$ cat config.mk
export PLATFORM = sky130hd
export DESIGN_NAME = ccr_ctrl
export DESIGN_NICKNAME = d
export VERILOG_FILES = /design/src/rtl/ccr_pkg.sv /design/src/rtl/ccr_ctrl.sv
export SDC_FILE = /design/constraint.sdc
export NUM_CORES = 1
export LEC_CHECK = 0
export BUFFER_PORTS_ARGS = -buffer_cell sky130_fd_sc_hd__buf_4
export CORE_AREA = 5 5 42 44
export DETAILED_ROUTE_END_ITERATION = 6
export DIE_AREA = 0 0 47 49
export SLEW_MARGIN = 0
export SYNTH_ARGS = -nofsm -noshare
export SYNTH_HDL_FRONTEND = slang
export SYNTH_SLANG_ARGS = --single-unit
$ cat constraint.sdc
create_clock -name i_clk -period 1 [get_ports i_clk]
set_input_delay 0.1 -clock i_clk [delete_from_list [all_inputs] [get_ports i_clk]]
set_output_delay 0.1 -clock i_clk [all_outputs]
set_load 0.01 [all_outputs]
$ cat src/rtl/ccr_pkg.sv
// ----------------------------------------------------------------------------
// ccr_pkg
// Shared types and constants of the character class refinement block.
// ----------------------------------------------------------------------------
`default_nettype none

package ccr_pkg;

    localparam logic [8:0] ALPHABET    = 9'd256;
    localparam logic [9:0] CHR_LAST    = {1'b0, ALPHABET} - 10'd1;
    localparam logic [8:0] MAX_CLASS   = 9'd511;
    localparam logic [9:0] CLASS_LIMIT = 10'd512;

    // one command per cycle from controller to datapath
    typedef enum logic [3:0] {
        CMD_NONE,
        CMD_LOAD,
        CMD_CLR,
        CMD_A_RDC,
        CMD_A_RDI,
        CMD_A_WR,
        CMD_C_RD,
        CMD_C_WR,
        CMD_D_RDC,
        CMD_D_RDI,
        CMD_D_WR,
        CMD_S_RDC,
        CMD_S_RDK,
        CMD_S_WR,
        CMD_O_CAP
    } t_cmd;

    typedef struct packed {
        logic cls_last;   // class counter at top-1
        logic chr_last;   // char counter at last symbol
        logic cnt_zero;
        logic lookup;
        logic single;
        logic out_taken;
    } t_stat;

    typedef enum logic [3:0] {
        ST_IDLE,
        ST_CLR,
        ST_A_RDC,
        ST_A_RDI,
        ST_A_WR,
        ST_C_RD,
        ST_C_WR,
        ST_D_RDC,
        ST_D_RDI,
        ST_D_WR,
        ST_S_RDC,
        ST_S_RDK,
        ST_S_WR,
        ST_O_RDC,
        ST_O_CAP,
        ST_OUT
    } t_state;

endpackage

`default_nettype wire

$ cat src/rtl/ccr_ctrl.sv
// ----------------------------------------------------------------------------
// ccr_ctrl
// Sequencer: walks the refine phases and issues one command per cycle.
// ----------------------------------------------------------------------------
`default_nettype none

module ccr_ctrl (
    input  wire logic          i_clk,
    input  wire logic          i_rst_n,
    input  wire logic          i_s_tvalid,
    input  wire ccr_pkg::t_stat i_stat,
    output      logic          o_s_tready,
    output      ccr_pkg::t_cmd o_cmd
);
    import ccr_pkg::*;

    t_state r_state, n_state;

    always_ff @(posedge i_clk) begin
        if (!i_rst_n) begin
            r_state <= ST_IDLE;
        end else begin
            r_state <= n_state;
        end
    end

    always_comb begin
        n_state    = r_state;
        o_cmd      = CMD_NONE;
        o_s_tready = 1'b0;
        case (r_state)
            ST_IDLE: begin
                o_s_tready = 1'b1;
                if (i_s_tvalid) begin
                    o_cmd = CMD_LOAD;
                    n_state = ST_CLR;
                end
            end
            ST_CLR: begin
                // item fields are latched now
                if (i_stat.lookup) begin
                    n_state = ST_O_RDC;
                end else if (i_stat.single) begin
                    n_state = ST_S_RDC;
                end else begin
                    o_cmd = CMD_CLR;
                    if (i_stat.cls_last) n_state = ST_A_RDC;
                end
            end
            ST_A_RDC: begin o_cmd = CMD_A_RDC; n_state = ST_A_RDI; end
            ST_A_RDI: begin o_cmd = CMD_A_RDI; n_state = ST_A_WR; end
            ST_A_WR: begin
                o_cmd = CMD_A_WR;
                n_state = i_stat.chr_last ? ST_C_RD : ST_A_RDC;
            end
            ST_C_RD: begin o_cmd = CMD_C_RD; n_state = ST_C_WR; end
            ST_C_WR: begin
                o_cmd = CMD_C_WR;
                n_state = i_stat.cnt_zero ? ST_D_RDC : ST_C_RD;
            end
            ST_D_RDC: begin o_cmd = CMD_D_RDC; n_state = ST_D_RDI; end
            ST_D_RDI: begin o_cmd = CMD_D_RDI; n_state = ST_D_WR; end
            ST_D_WR: begin
                o_cmd = CMD_D_WR;
                n_state = i_stat.chr_last ? ST_O_RDC : ST_D_RDC;
            end
            ST_S_RDC: begin o_cmd = CMD_S_RDC; n_state = ST_S_RDK; end
            ST_S_RDK: begin o_cmd = CMD_S_RDK; n_state = ST_S_WR; end
            ST_S_WR:  begin o_cmd = CMD_S_WR;  n_state = ST_O_RDC; end
            ST_O_RDC: begin o_cmd = CMD_S_RDC; n_state = ST_O_CAP; end
            ST_O_CAP: begin o_cmd = CMD_O_CAP; n_state = ST_OUT; end
            ST_OUT: begin
                if (i_stat.out_taken) n_state = ST_IDLE;
            end
            default: n_state = ST_IDLE;
        endcase
    end

endmodule

`default_nettype wire

==> results of run 1 <==
## power by group through the flow
stage | clock network (mW) | logic [mW] | registers [mW]
5_1_grt | 0.234 | 1.98 | 0.361
3_3_place_gp | 0 | 1.14 | 0.379
6_report | 0.208 | 1.85 | 0.360
3_5_place_dp | 0 | 1.14 | 0.382
4_1_cts | 0.215 | 1.61 | 0.341
2_1_floorplan | 0 | 0.814 | 0.264
## synth_stat cells (2+ instances only)
cell      number
nand2b_1       2
dfxtp_1        4
buf_2          2
a21boi_1       2
o41ai_1        2
a211oi_1       2
nor3_1         2
nand2_1        4
o21ai_0        7
inv_1          4
nor2_1         5
or3_1          2
a21oi_1        3
buf_6          2
## worst min-delay path by stage
stage | startpoint | end | slack [ns] | cells past startpoint
global route | i_rst_n | r_state[2]$_SDFFE_PN0P_ | 0.12 | 3
detailed placement | i_rst_n | r_state[2]$_SDFFE_PN0P_ | 0.36 | 3
floorplan | i_rst_n | r_state[2]$_SDFFE_PN0P_ | 0.20 | 2
finish | i_rst_n | r_state[2]$_SDFFE_PN0P_ | 0.13 | 3
global placement | i_rst_n | r_state[2]$_SDFFE_PN0P_ | 0.35 | 3
CTS | i_rst_n | r_state[2]$_SDFFE_PN0P_ | 0.12 | 3
## cell families (layout without fill, tap and decap cells)
kind of cell | count (synthesis) | in the layout | share of synthesized area (%)
flops | 4 | 4 | 18.61
compound gates | 25 | 25 | 40.12
mux | 1 | 1 | 2.326
xor+xnor | 1 | 1 | 2.035
buf+inv | 10 | 53 | 13.95
simple gates | 19 | 19 | 22.97
## placed cells by master, fill, tap and decap left out
master	count
a211oi_1	2
a21boi_1	2
a21oi_1	1
a21oi_2	3
a221oi_2	1
a22o_1	1
a311oi_1	1
a31oi_1	1
and2b_2	1
buf_4	36
buf_6	10
clkbuf_4	3
dfxtp_4	4
inv_1	4
mux2i_2	1
nand2_1	3
nand2_2	1
nand2b_1	2
nor2_1	4
nor2_2	1
nor2b_2	1
nor3_1	1
nor3_2	1
nor3_4	1
nor4_2	1
o21a_1	1
o21ai_0	3
o21ai_1	4
o221a_2	1
o22ai_1	1
o311ai_2	1
o41ai_2	1
o41ai_4	1
or3_1	2
xnor2_2	1
## layer usage
layer / up-vias / track usage, %
met3: 2 / 5.166
met1: 327 / 19.87
met2: 19 / 30.54
met4: 0 / 7.834
li1: 311 / -
met5: - / 0
## timing repair
item                                    CTS  global route
cloned                                    0             0
pin swaps                                 8             7
endpoints found under the setup margin    9             9
gates resized for setup                  21            12
buffers inserted                         12             3
## stage by stage
step	setup TNS [ns]	worst slack (ns)	power (mW)	area, µm²
floorplan	-0.1891	-0.09159	1.078	464.2
global placement	-1.312	-0.1832	1.520	654.4
detailed placement	-1.381	-0.1957	1.526	654.4
CTS	-2.228	-0.3271	2.162	838.3
global route	-2.947	-0.4171	2.575	910.9
finish	-2.503	-0.3776	2.416	910.9
## area by class of cell
class | count | area share (%)
Multi-Input combinational cell | 46 | 41.21
Tap cell | 16 | 2.198
Inverter | 4 | 1.648
Clock buffer | 3 | 2.473
Timing Repair Buffer | 46 | 42.03
Sequential cell | 4 | 10.44
## worst max-delay path: cells and delay by family (launching register included)
| kind | cells | cell delay, ns |
|---|---|---|
| xor+xnor | 1 | 0.17 |
| simple gates | 2 | 0.23 |
| flops | 1 | 0.39 |
| buf+inv | 2 | 0.24 |
==> impl_metrics.py, run 1 <==
metrics = {
    "clock_network": {
        "cts_tree": "built",
        "cts-root-buf": "clkbuf_4",
        "clk_pin_slew_worst_paths_ns": 0.04,
        "cts_buffers": 3,
        "hold_buffers": 0,
        "insertion_delay_ns": 0.24,
        "cts.sinks": 4,
        "htreeDepth": 1,
        "cts_buffer_depth": 2,
    },
    "timing": {
        "hold_viol": 0,
        "whs_ns": 0.1290,
        "max_clock_freq_mhz": 725.9,
        "final.setup_skew_ns": 0.0001614,
        "fin_crit_sh_pct": 137.8,
        "relSlewSlack_pct": 78.14,
        "rsz0062_at_grt": "yes",
        "finalMaxSlewViolations": 0,
        "finalCriticalPeriod_ns": 1.378,
        "setup_viol": 9,
        "worst_pin_slew_ns": 0.3254,
        "setup_ws_ns": -0.3776,
    },
    "setup_path": {
        "r2r-end": "r_state[2]$_SDFFE_PN0P_",
        "critical_path_peak_fanout": 7,
        "setup.worst_path.class": "reg2out",
        "cp_slowest_cell": "dfxtp_4",
        "crit_path_max_incr_delay_ns": 0.39,
        "r2r_slack_ns": -0.24,
        "worstPathArrival_ns": 1.28,
        "worst_setup_path_start_kind": "register",
        "reg2reg_from": "r_state[2]$_SDFFE_PN0P_",
        "required_ns": 0.90,
        "startpoint": "r_state[2]$_SDFFE_PN0P_",
        "cp-end-kind": "output pin",
        "crit_end": "o_cmd[3]",
        "path_cells": "inv_1, nor2_2, nand2_2, xnor2_2, buf_4",
        "reg2regPathDepth": 6,
    },
    "die": {
        "core-area_mm2": 0.001401,
        "dieArea_mm2": 0.002303,
        "rows": 14,
        "start_util_pct": 30.71,
        "ioPinCount": 14,
        "fp.dieW_um": 47,
        "die-height_um": 49,
    },
    "layout": {
        "antenna_cells_inserted": 0,
        "largest_reg_flops": 4,
        "post-route-util_pct": 65.00,
        "num-fill-cells": 124,
        "register_area_um2": 95.09,
        "regMostFlops": "r_state",
        "layout.cells.non_filler": 119,
        "area_delta_synth_final_pct": 111.6,
        "multi_input_area_um2": 375.4,
        "top_regs": "r_state x4",
        "layout-drive-gt1-share_pct": 67.96,
        "nets": 114,
    },
    "synth": {
        "syn_avg_cell_area_um2": 7.174,
        "synth_area_um2": 430.4,
        "netlist.area_leader.share_pct": 18.60,
        "yosys.area.top_type": "dfxtp_1",
        "synth_edf_count": 0,
        "yosysSeqAreaShare_pct": 18.60,
        "ys_types": 31,
        "synthCells": 60,
        "netlist_top_cells_area": "dfxtp_1 (19%), o21ai_0 (8.1%), buf_6 (5.2%)",
        "synth-seq-cells": 4,
        "syn-num-nets": 69,
        "async_flop_share_pct": 0,
        "ys.flop_type": "dfxtp_1",
        "yosys_warnings": 0,
    },
    "place": {
        "placed_cells": 101,
        "io_buffers": 13,
        "hpwl_um": 993,
        "gp_congestion": 0.8333,
    },
    "drt": {
        "wl_met3_um": 84,
        "vias": 659,
        "totalWireLength_um": 1990,
        "wl_met1_um": 791,
        "drtIter0Drc": 10,
        "first_pass_iters": 4,
        "routedWlPerCell_um": 16.72,
        "avgViaCountPerCell": 5.538,
        "drc": 0,
        "detail-route-antenna-nets": 0,
        "wl_met2_um": 1097,
        "top_layer_used": "met4",
    },
    "grt": {
        "grt_pass1_vias": 684,
        "antenna_found_initial": 0,
        "track_usage_pct": 18.06,
        "grt_overflow_total": 0,
        "grt_max_degree": 8,
        "grt_first_pass_wirelength_um": 2994,
    },
    "run_status": {
        "status": "finished with violations",
        "violations": "setup timing",
    },
    "power_and_ir_drop": {
        "clkPwrFrac_pct": 8.6,
        "power.share.combinational_pct": 76.5,
        "leakage_nw": 0.4121,
        "vdd_drop_max_mv": 1.416,
        "powerDensity_mw_per_mm2": 2652,
        "swShare_pct": 40.38,
        "power_frac_seq_pct": 14.9,
        "p_int_mw": 1.440,
        "p_sw_mw": 0.9756,
    },
    "run": {
        "drv_cap": 0,
    },
    "worst_hold_path": {
        "hold_class": "in2reg",
    },
}
Note: power is estimated with default switching activity, not from simulation.
==> inputs of run 2 (changes only) <==
Settings changed: REMOVE_ABC_BUFFERS set to 1.
==> impl_metrics.py, run 2 (synthesis gave the netlist of run 1 again) <==
metrics = {
    "power_and_ir_drop": {
        "leakage_nw": 0.3485,
        "vdd_drop_max_mv": 1.247,
        "powerDensity_mw_per_mm2": 2675,
        "power_mw": 2.162,
    },
    "clock_network": {
        "cts_tree": "built",
        "clk_pin_slew_worst_paths_ns": 0.04,
        "cts_buffer_depth": 2,
        "htreeDepth": 1,
        "cts-root-buf": "clkbuf_4",
        "cts_buffers": 3,
        "cts.sinks": 4,
        "insertion_delay_ns": 0.23,
    },
    "drt": {
        "drc": 0,
        "detail-route-antenna-nets": 0,
        "totalWireLength_um": 1576,
        "routedWlPerCell_um": 14.33,
        "vias": 615,
        "drtIter0Drc": 15,
        "avgViaCountPerCell": 5.591,
        "first_pass_iters": 4,
    },
    "timing": {
        "max_clock_freq_mhz": 749.8,
        "rsz0062_at_grt": "yes",
        "fin_crit_sh_pct": 133.4,
        "finalCriticalPeriod_ns": 1.334,
        "hold_viol": 0,
        "setup_ws_ns": -0.3336,
        "timing.setup.tns_ns": -2.232,
        "relSlewSlack_pct": 76.75,
        "worst_pin_slew_ns": 0.3442,
        "whs_ns": 0.1266,
        "setup_viol": 9,
        "final.setup_skew_ns": 0.0006655,
        "finalMaxSlewViolations": 0,
    },
    "run_status": {
        "violations": "setup timing",
        "status": "finished with violations",
    },
    "layout": {
        "largest_reg_flops": 4,
        "top_regs": "r_state x4",
        "layout.cells.most_common_list": "buf_4 (34), nand2_1 (4), dfxtp_4 (4)",
        "regMostFlops": "r_state",
        "layout-drive-gt1-share_pct": 65.96,
        "num-fill-cells": 128,
        "antenna_cells_inserted": 0,
        "area_delta_synth_final_pct": 87.79,
        "fin_area_um2": 808.3,
        "final_common_cell": "buf_4",
        "nets": 105,
    },
    "place": {
        "post-place-ws_ns": -0.2460,
        "io_buffers": 13,
        "dpl_cell_area_um2": 615.6,
        "hpwl_um": 905.8,
        "gp_congestion": 0.9185,
    },
    "grt": {
        "track_usage_pct": 13.22,
        "antenna_found_initial": 0,
        "grt_pass1_vias": 548,
        "grt_max_degree": 10,
        "grt_first_pass_wirelength_um": 2283,
        "grt_overflow_total": 0,
    },
    "setup_path": {
        "worstPathArrival_ns": 1.23,
        "cp_slowest_cell": "or3_1",
        "crit_path_max_incr_delay_ns": 0.38,
        "cp-end-kind": "output pin",
        "worst_setup_path_start_kind": "register",
        "required_ns": 0.90,
        "setup.worst_path.class": "reg2out",
        "critical_path_peak_fanout": 5,
        "path_cells": "or3_1, a21oi_2, buf_4",
    },
    "die": {
        "dieArea_mm2": 0.002303,
        "rows": 14,
        "die-height_um": 49,
        "start_util_pct": 30.71,
        "core-area_mm2": 0.001401,
        "fp.dieW_um": 47,
        "ioPinCount": 14,
    },
    "worst_hold_path": {
        "hold_class": "in2reg",
    },
    "run": {
        "drv_cap": 0,
    },
}
==> run 2: path summary, 6_finish.rpt <==
path,startpoint,endpoint,slack (ns),cells past startpoint
worst max-delay path,r_state[3]$_SDFFE_PN0P_,o_cmd[0],-0.33,3
worst min-delay path,i_rst_n,r_state[1]$_SDFFE_PN0P_,0.13,3
worst max register to register,r_state[2]$_SDFFE_PN0P_,r_state[0]$_SDFFE_PN0P_,-0.24,5
worst min register to register,r_state[1]$_SDFFE_PN0P_,r_state[1]$_SDFFE_PN0P_,0.65,2
==> run 2: power breakdown <==
group,leakage (nW),internal (mW),switching [mW]
combinational,0.299,0.878,0.745
clock,0.0138,0.134,0.0673
sequential,0.0356,0.247,0.0903
==> run 2: what timing repair did <==
action | CTS | global route
pin swaps | 7 | 5
buffers inserted | 6 | 3
setup endpoints to repair | 9 | 9
gates resized for setup | 14 | 20
hold buffers | 0 | 0
==> run 2: stage by stage <==
stage | utilization, % | std cells
after CTS | 50.54 | 107
final | 57.68 | 110
after floorplan | - | 54
after global routing | 57.68 | 110
after detailed placement | 43.93 | 98
after global placement | 43.93 | 98
==> run 2: worst max-delay path: cells and delay by family, from the launching register on <==
kind            cells  cell delay, ns
compound gates      1            0.13
flops               1            0.36
simple gates        1            0.38
buf+inv             1            0.13
==> run 2: area by class of cell <==
cell class                 instances  area [µm²]  area share [%]
timing repair buffer              37       289.0           35.76
sequential                         4       95.09           11.76
multi-input combinational         46       364.1           45.05
tap                               16       20.02           2.477
clock buffer                       3       22.52           2.786
inverter                           4       17.52           2.167
==> run 2: routing by layer <==
layer  GRT usage [%]  vias up  part of all wire (%)
met5               0        -                     0
met4           6.912        0                   5.3
met3           1.476       12                   5.9
met2           19.68       26                    46
met1           17.94      283                    42
li1                -      294                     -
==> inputs of run 3 (changes only) <==
Settings changed: PLACE_DENSITY set to 0.58.
==> impl_metrics.py, run 3 (synthesis gave the netlist of run 1 again) <==
metrics = {
    "timing": {
        "hold_viol": 0,
        "max_clock_freq_mhz": 737.0,
        "worst_pin_slew_ns": 0.2913,
        "setup_ws_ns": -0.3568,
        "final.setup_skew_ns": 0.01651,
        "rsz0062_at_grt": "yes",
        "relSlewSlack_pct": 80.43,
        "finalCriticalPeriod_ns": 1.357,
        "setup_viol": 9,
        "finalMaxSlewViolations": 0,
        "timing.setup.tns_ns": -2.278,
        "whs_ns": 0.09152,
        "fin_crit_sh_pct": 135.7,
    },
    "layout": {
        "antenna_cells_inserted": 0,
        "regMostFlops": "r_state",
        "layout.cells.non_filler": 109,
        "fin_area_um2": 813.3,
        "area_delta_synth_final_pct": 88.95,
        "final_common_cell": "buf_4",
        "layout-drive-gt1-share_pct": 63.44,
        "largest_reg_flops": 4,
        "layout.cells.most_common_list": "buf_4 (29), buf_6 (7), o21ai_1 (5), nor2_1 (4), dfxtp_4 (4)",
        "num-fill-cells": 133,
        "nets": 104,
        "top_regs": "r_state x4",
    },
    "setup_path": {
        "setup.worst_path.class": "reg2out",
        "startpoint": "r_state[1]$_SDFFE_PN0P_",
        "worstPathArrival_ns": 1.26,
        "cp-end-kind": "output pin",
        "critical_path_peak_fanout": 6,
        "required_ns": 0.90,
        "reg2reg_from": "r_state[1]$_SDFFE_PN0P_",
        "reg2regPathDepth": 5,
        "worst_setup_path_start_kind": "register",
    },
    "power_and_ir_drop": {
        "p_sw_mw": 0.9191,
        "power_frac_seq_pct": 17.0,
        "leakage_nw": 0.3544,
        "powerDensity_mw_per_mm2": 2683,
        "power.share.combinational_pct": 72.1,
        "swShare_pct": 42.12,
        "clkPwrFrac_pct": 10.8,
        "p_int_mw": 1.263,
        "vdd_drop_max_mv": 1.292,
    },
    "grt": {
        "antenna_found_initial": 0,
        "grt_max_degree": 9,
        "grt_pass1_vias": 535,
        "grt_overflow_total": 0,
        "track_usage_pct": 15.33,
        "grt_first_pass_wirelength_um": 2511,
    },
    "clock_network": {
        "cts_buffers": 3,
        "htreeDepth": 1,
        "hold_buffers": 0,
        "cts_buffer_depth": 2,
        "insertion_delay_ns": 0.26,
        "cts.sinks": 4,
        "cts_tree": "built",
        "clk_pin_slew_worst_paths_ns": 0.05,
        "cts-root-buf": "clkbuf_4",
    },
    "place": {
        "gp_congestion": 0.8717,
        "placed_cells": 96,
        "post-place-ws_ns": -0.2597,
        "hpwl_um": 925.3,
        "dpl_cell_area_um2": 600.6,
        "io_buffers": 13,
    },
    "worst_hold_path": {
        "hold_class": "in2reg",
        "hold_path_startpoint": "i_rst_n",
        "hold_path_depth": 3,
    },
    "drt": {
        "avgViaCountPerCell": 5.505,
        "detail-route-antenna-nets": 0,
        "drtIter0Drc": 6,
        "drc": 0,
        "vias": 600,
        "totalWireLength_um": 1652,
        "routedWlPerCell_um": 15.16,
        "first_pass_iters": 4,
    },
    "die": {
        "die-height_um": 49,
        "start_util_pct": 30.71,
        "core-area_mm2": 0.001401,
        "rows": 14,
        "ioPinCount": 14,
        "dieArea_mm2": 0.002303,
        "fp.dieW_um": 47,
    },
    "run_status": {
        "status": "finished with violations",
        "violations": "setup timing",
    },
    "run": {
        "drv_cap": 0,
    },
}
[run 3: what timing repair did]
| action | in CTS | in global routing |
|---|---|---|
| pin swaps | 8 | 8 |
| setup endpoints to repair | 9 | 9 |
| resized for setup | 25 | 12 |
| setup buffers | 6 | 5 |
[run 3: metal layers]
layer	vias to the layer above	routed length (µm)	global-route usage (%)
met2	28	839	23.53
met1	278	669	18.60
met4	0	61	9.677
met5	-	0	0
met3	6	81	2.952
li1	288	-	-
[run 3: power groups by stage]
| stage | registers [mW] | clock network [mW] | logic (mW) |
|---|---|---|---|
| after CTS | 0.359 | 0.225 | 1.37 |
| after global placement | 0.367 | 0 | 1.02 |
| final | 0.372 | 0.237 | 1.57 |
| after global routing | 0.381 | 0.249 | 1.71 |
| after detailed placement | 0.365 | 0 | 1.02 |
| after floorplan | 0.380 | 0 | 0.493 |
[run 3: final cells by class]
type | instances | area [µm²] | share of cell area (%)
clock buffer | 3 | 22.52 | 2.769
inverter | 4 | 15.01 | 1.846
multi-input combinational | 46 | 364.1 | 44.77
sequential | 4 | 95.09 | 11.69
tap | 16 | 20.02 | 2.462
timing repair buffer | 36 | 296.5 | 36.46
[run 3: final timing paths]
| check | endpoint | slack [ns] |
|---|---|---|
| worst min-delay path | r_state[1]$_SDFFE_PN0P_ | 0.09 |
| worst min register to register | r_state[2]$_SDFFE_PN0P_ | 0.67 |
| worst max register to register | r_state[2]$_SDFFE_PN0P_ | -0.26 |
| worst max-delay path | o_cmd[0] | -0.36 |
[run 3: metrics by stage]
| stage | utilization [%] | power [mW] |
|---|---|---|
| 4_1_cts | 52.95 | 1.956 |
| 5_1_grt | 58.04 | 2.340 |
| 6_report | 58.04 | 2.182 |
| 3_3_place_gp | 42.86 | 1.384 |
| 3_5_place_dp | 42.86 | 1.388 |
| 2_1_floorplan | - | 0.8736 |
[run 3: worst max-delay path, stage by stage (launching register included)]
cell	delay, ns
dfxtp_4	0.38
nor3_2	0.05
or3_1	0.31
a21oi_2	0.12
buf_4	0.12
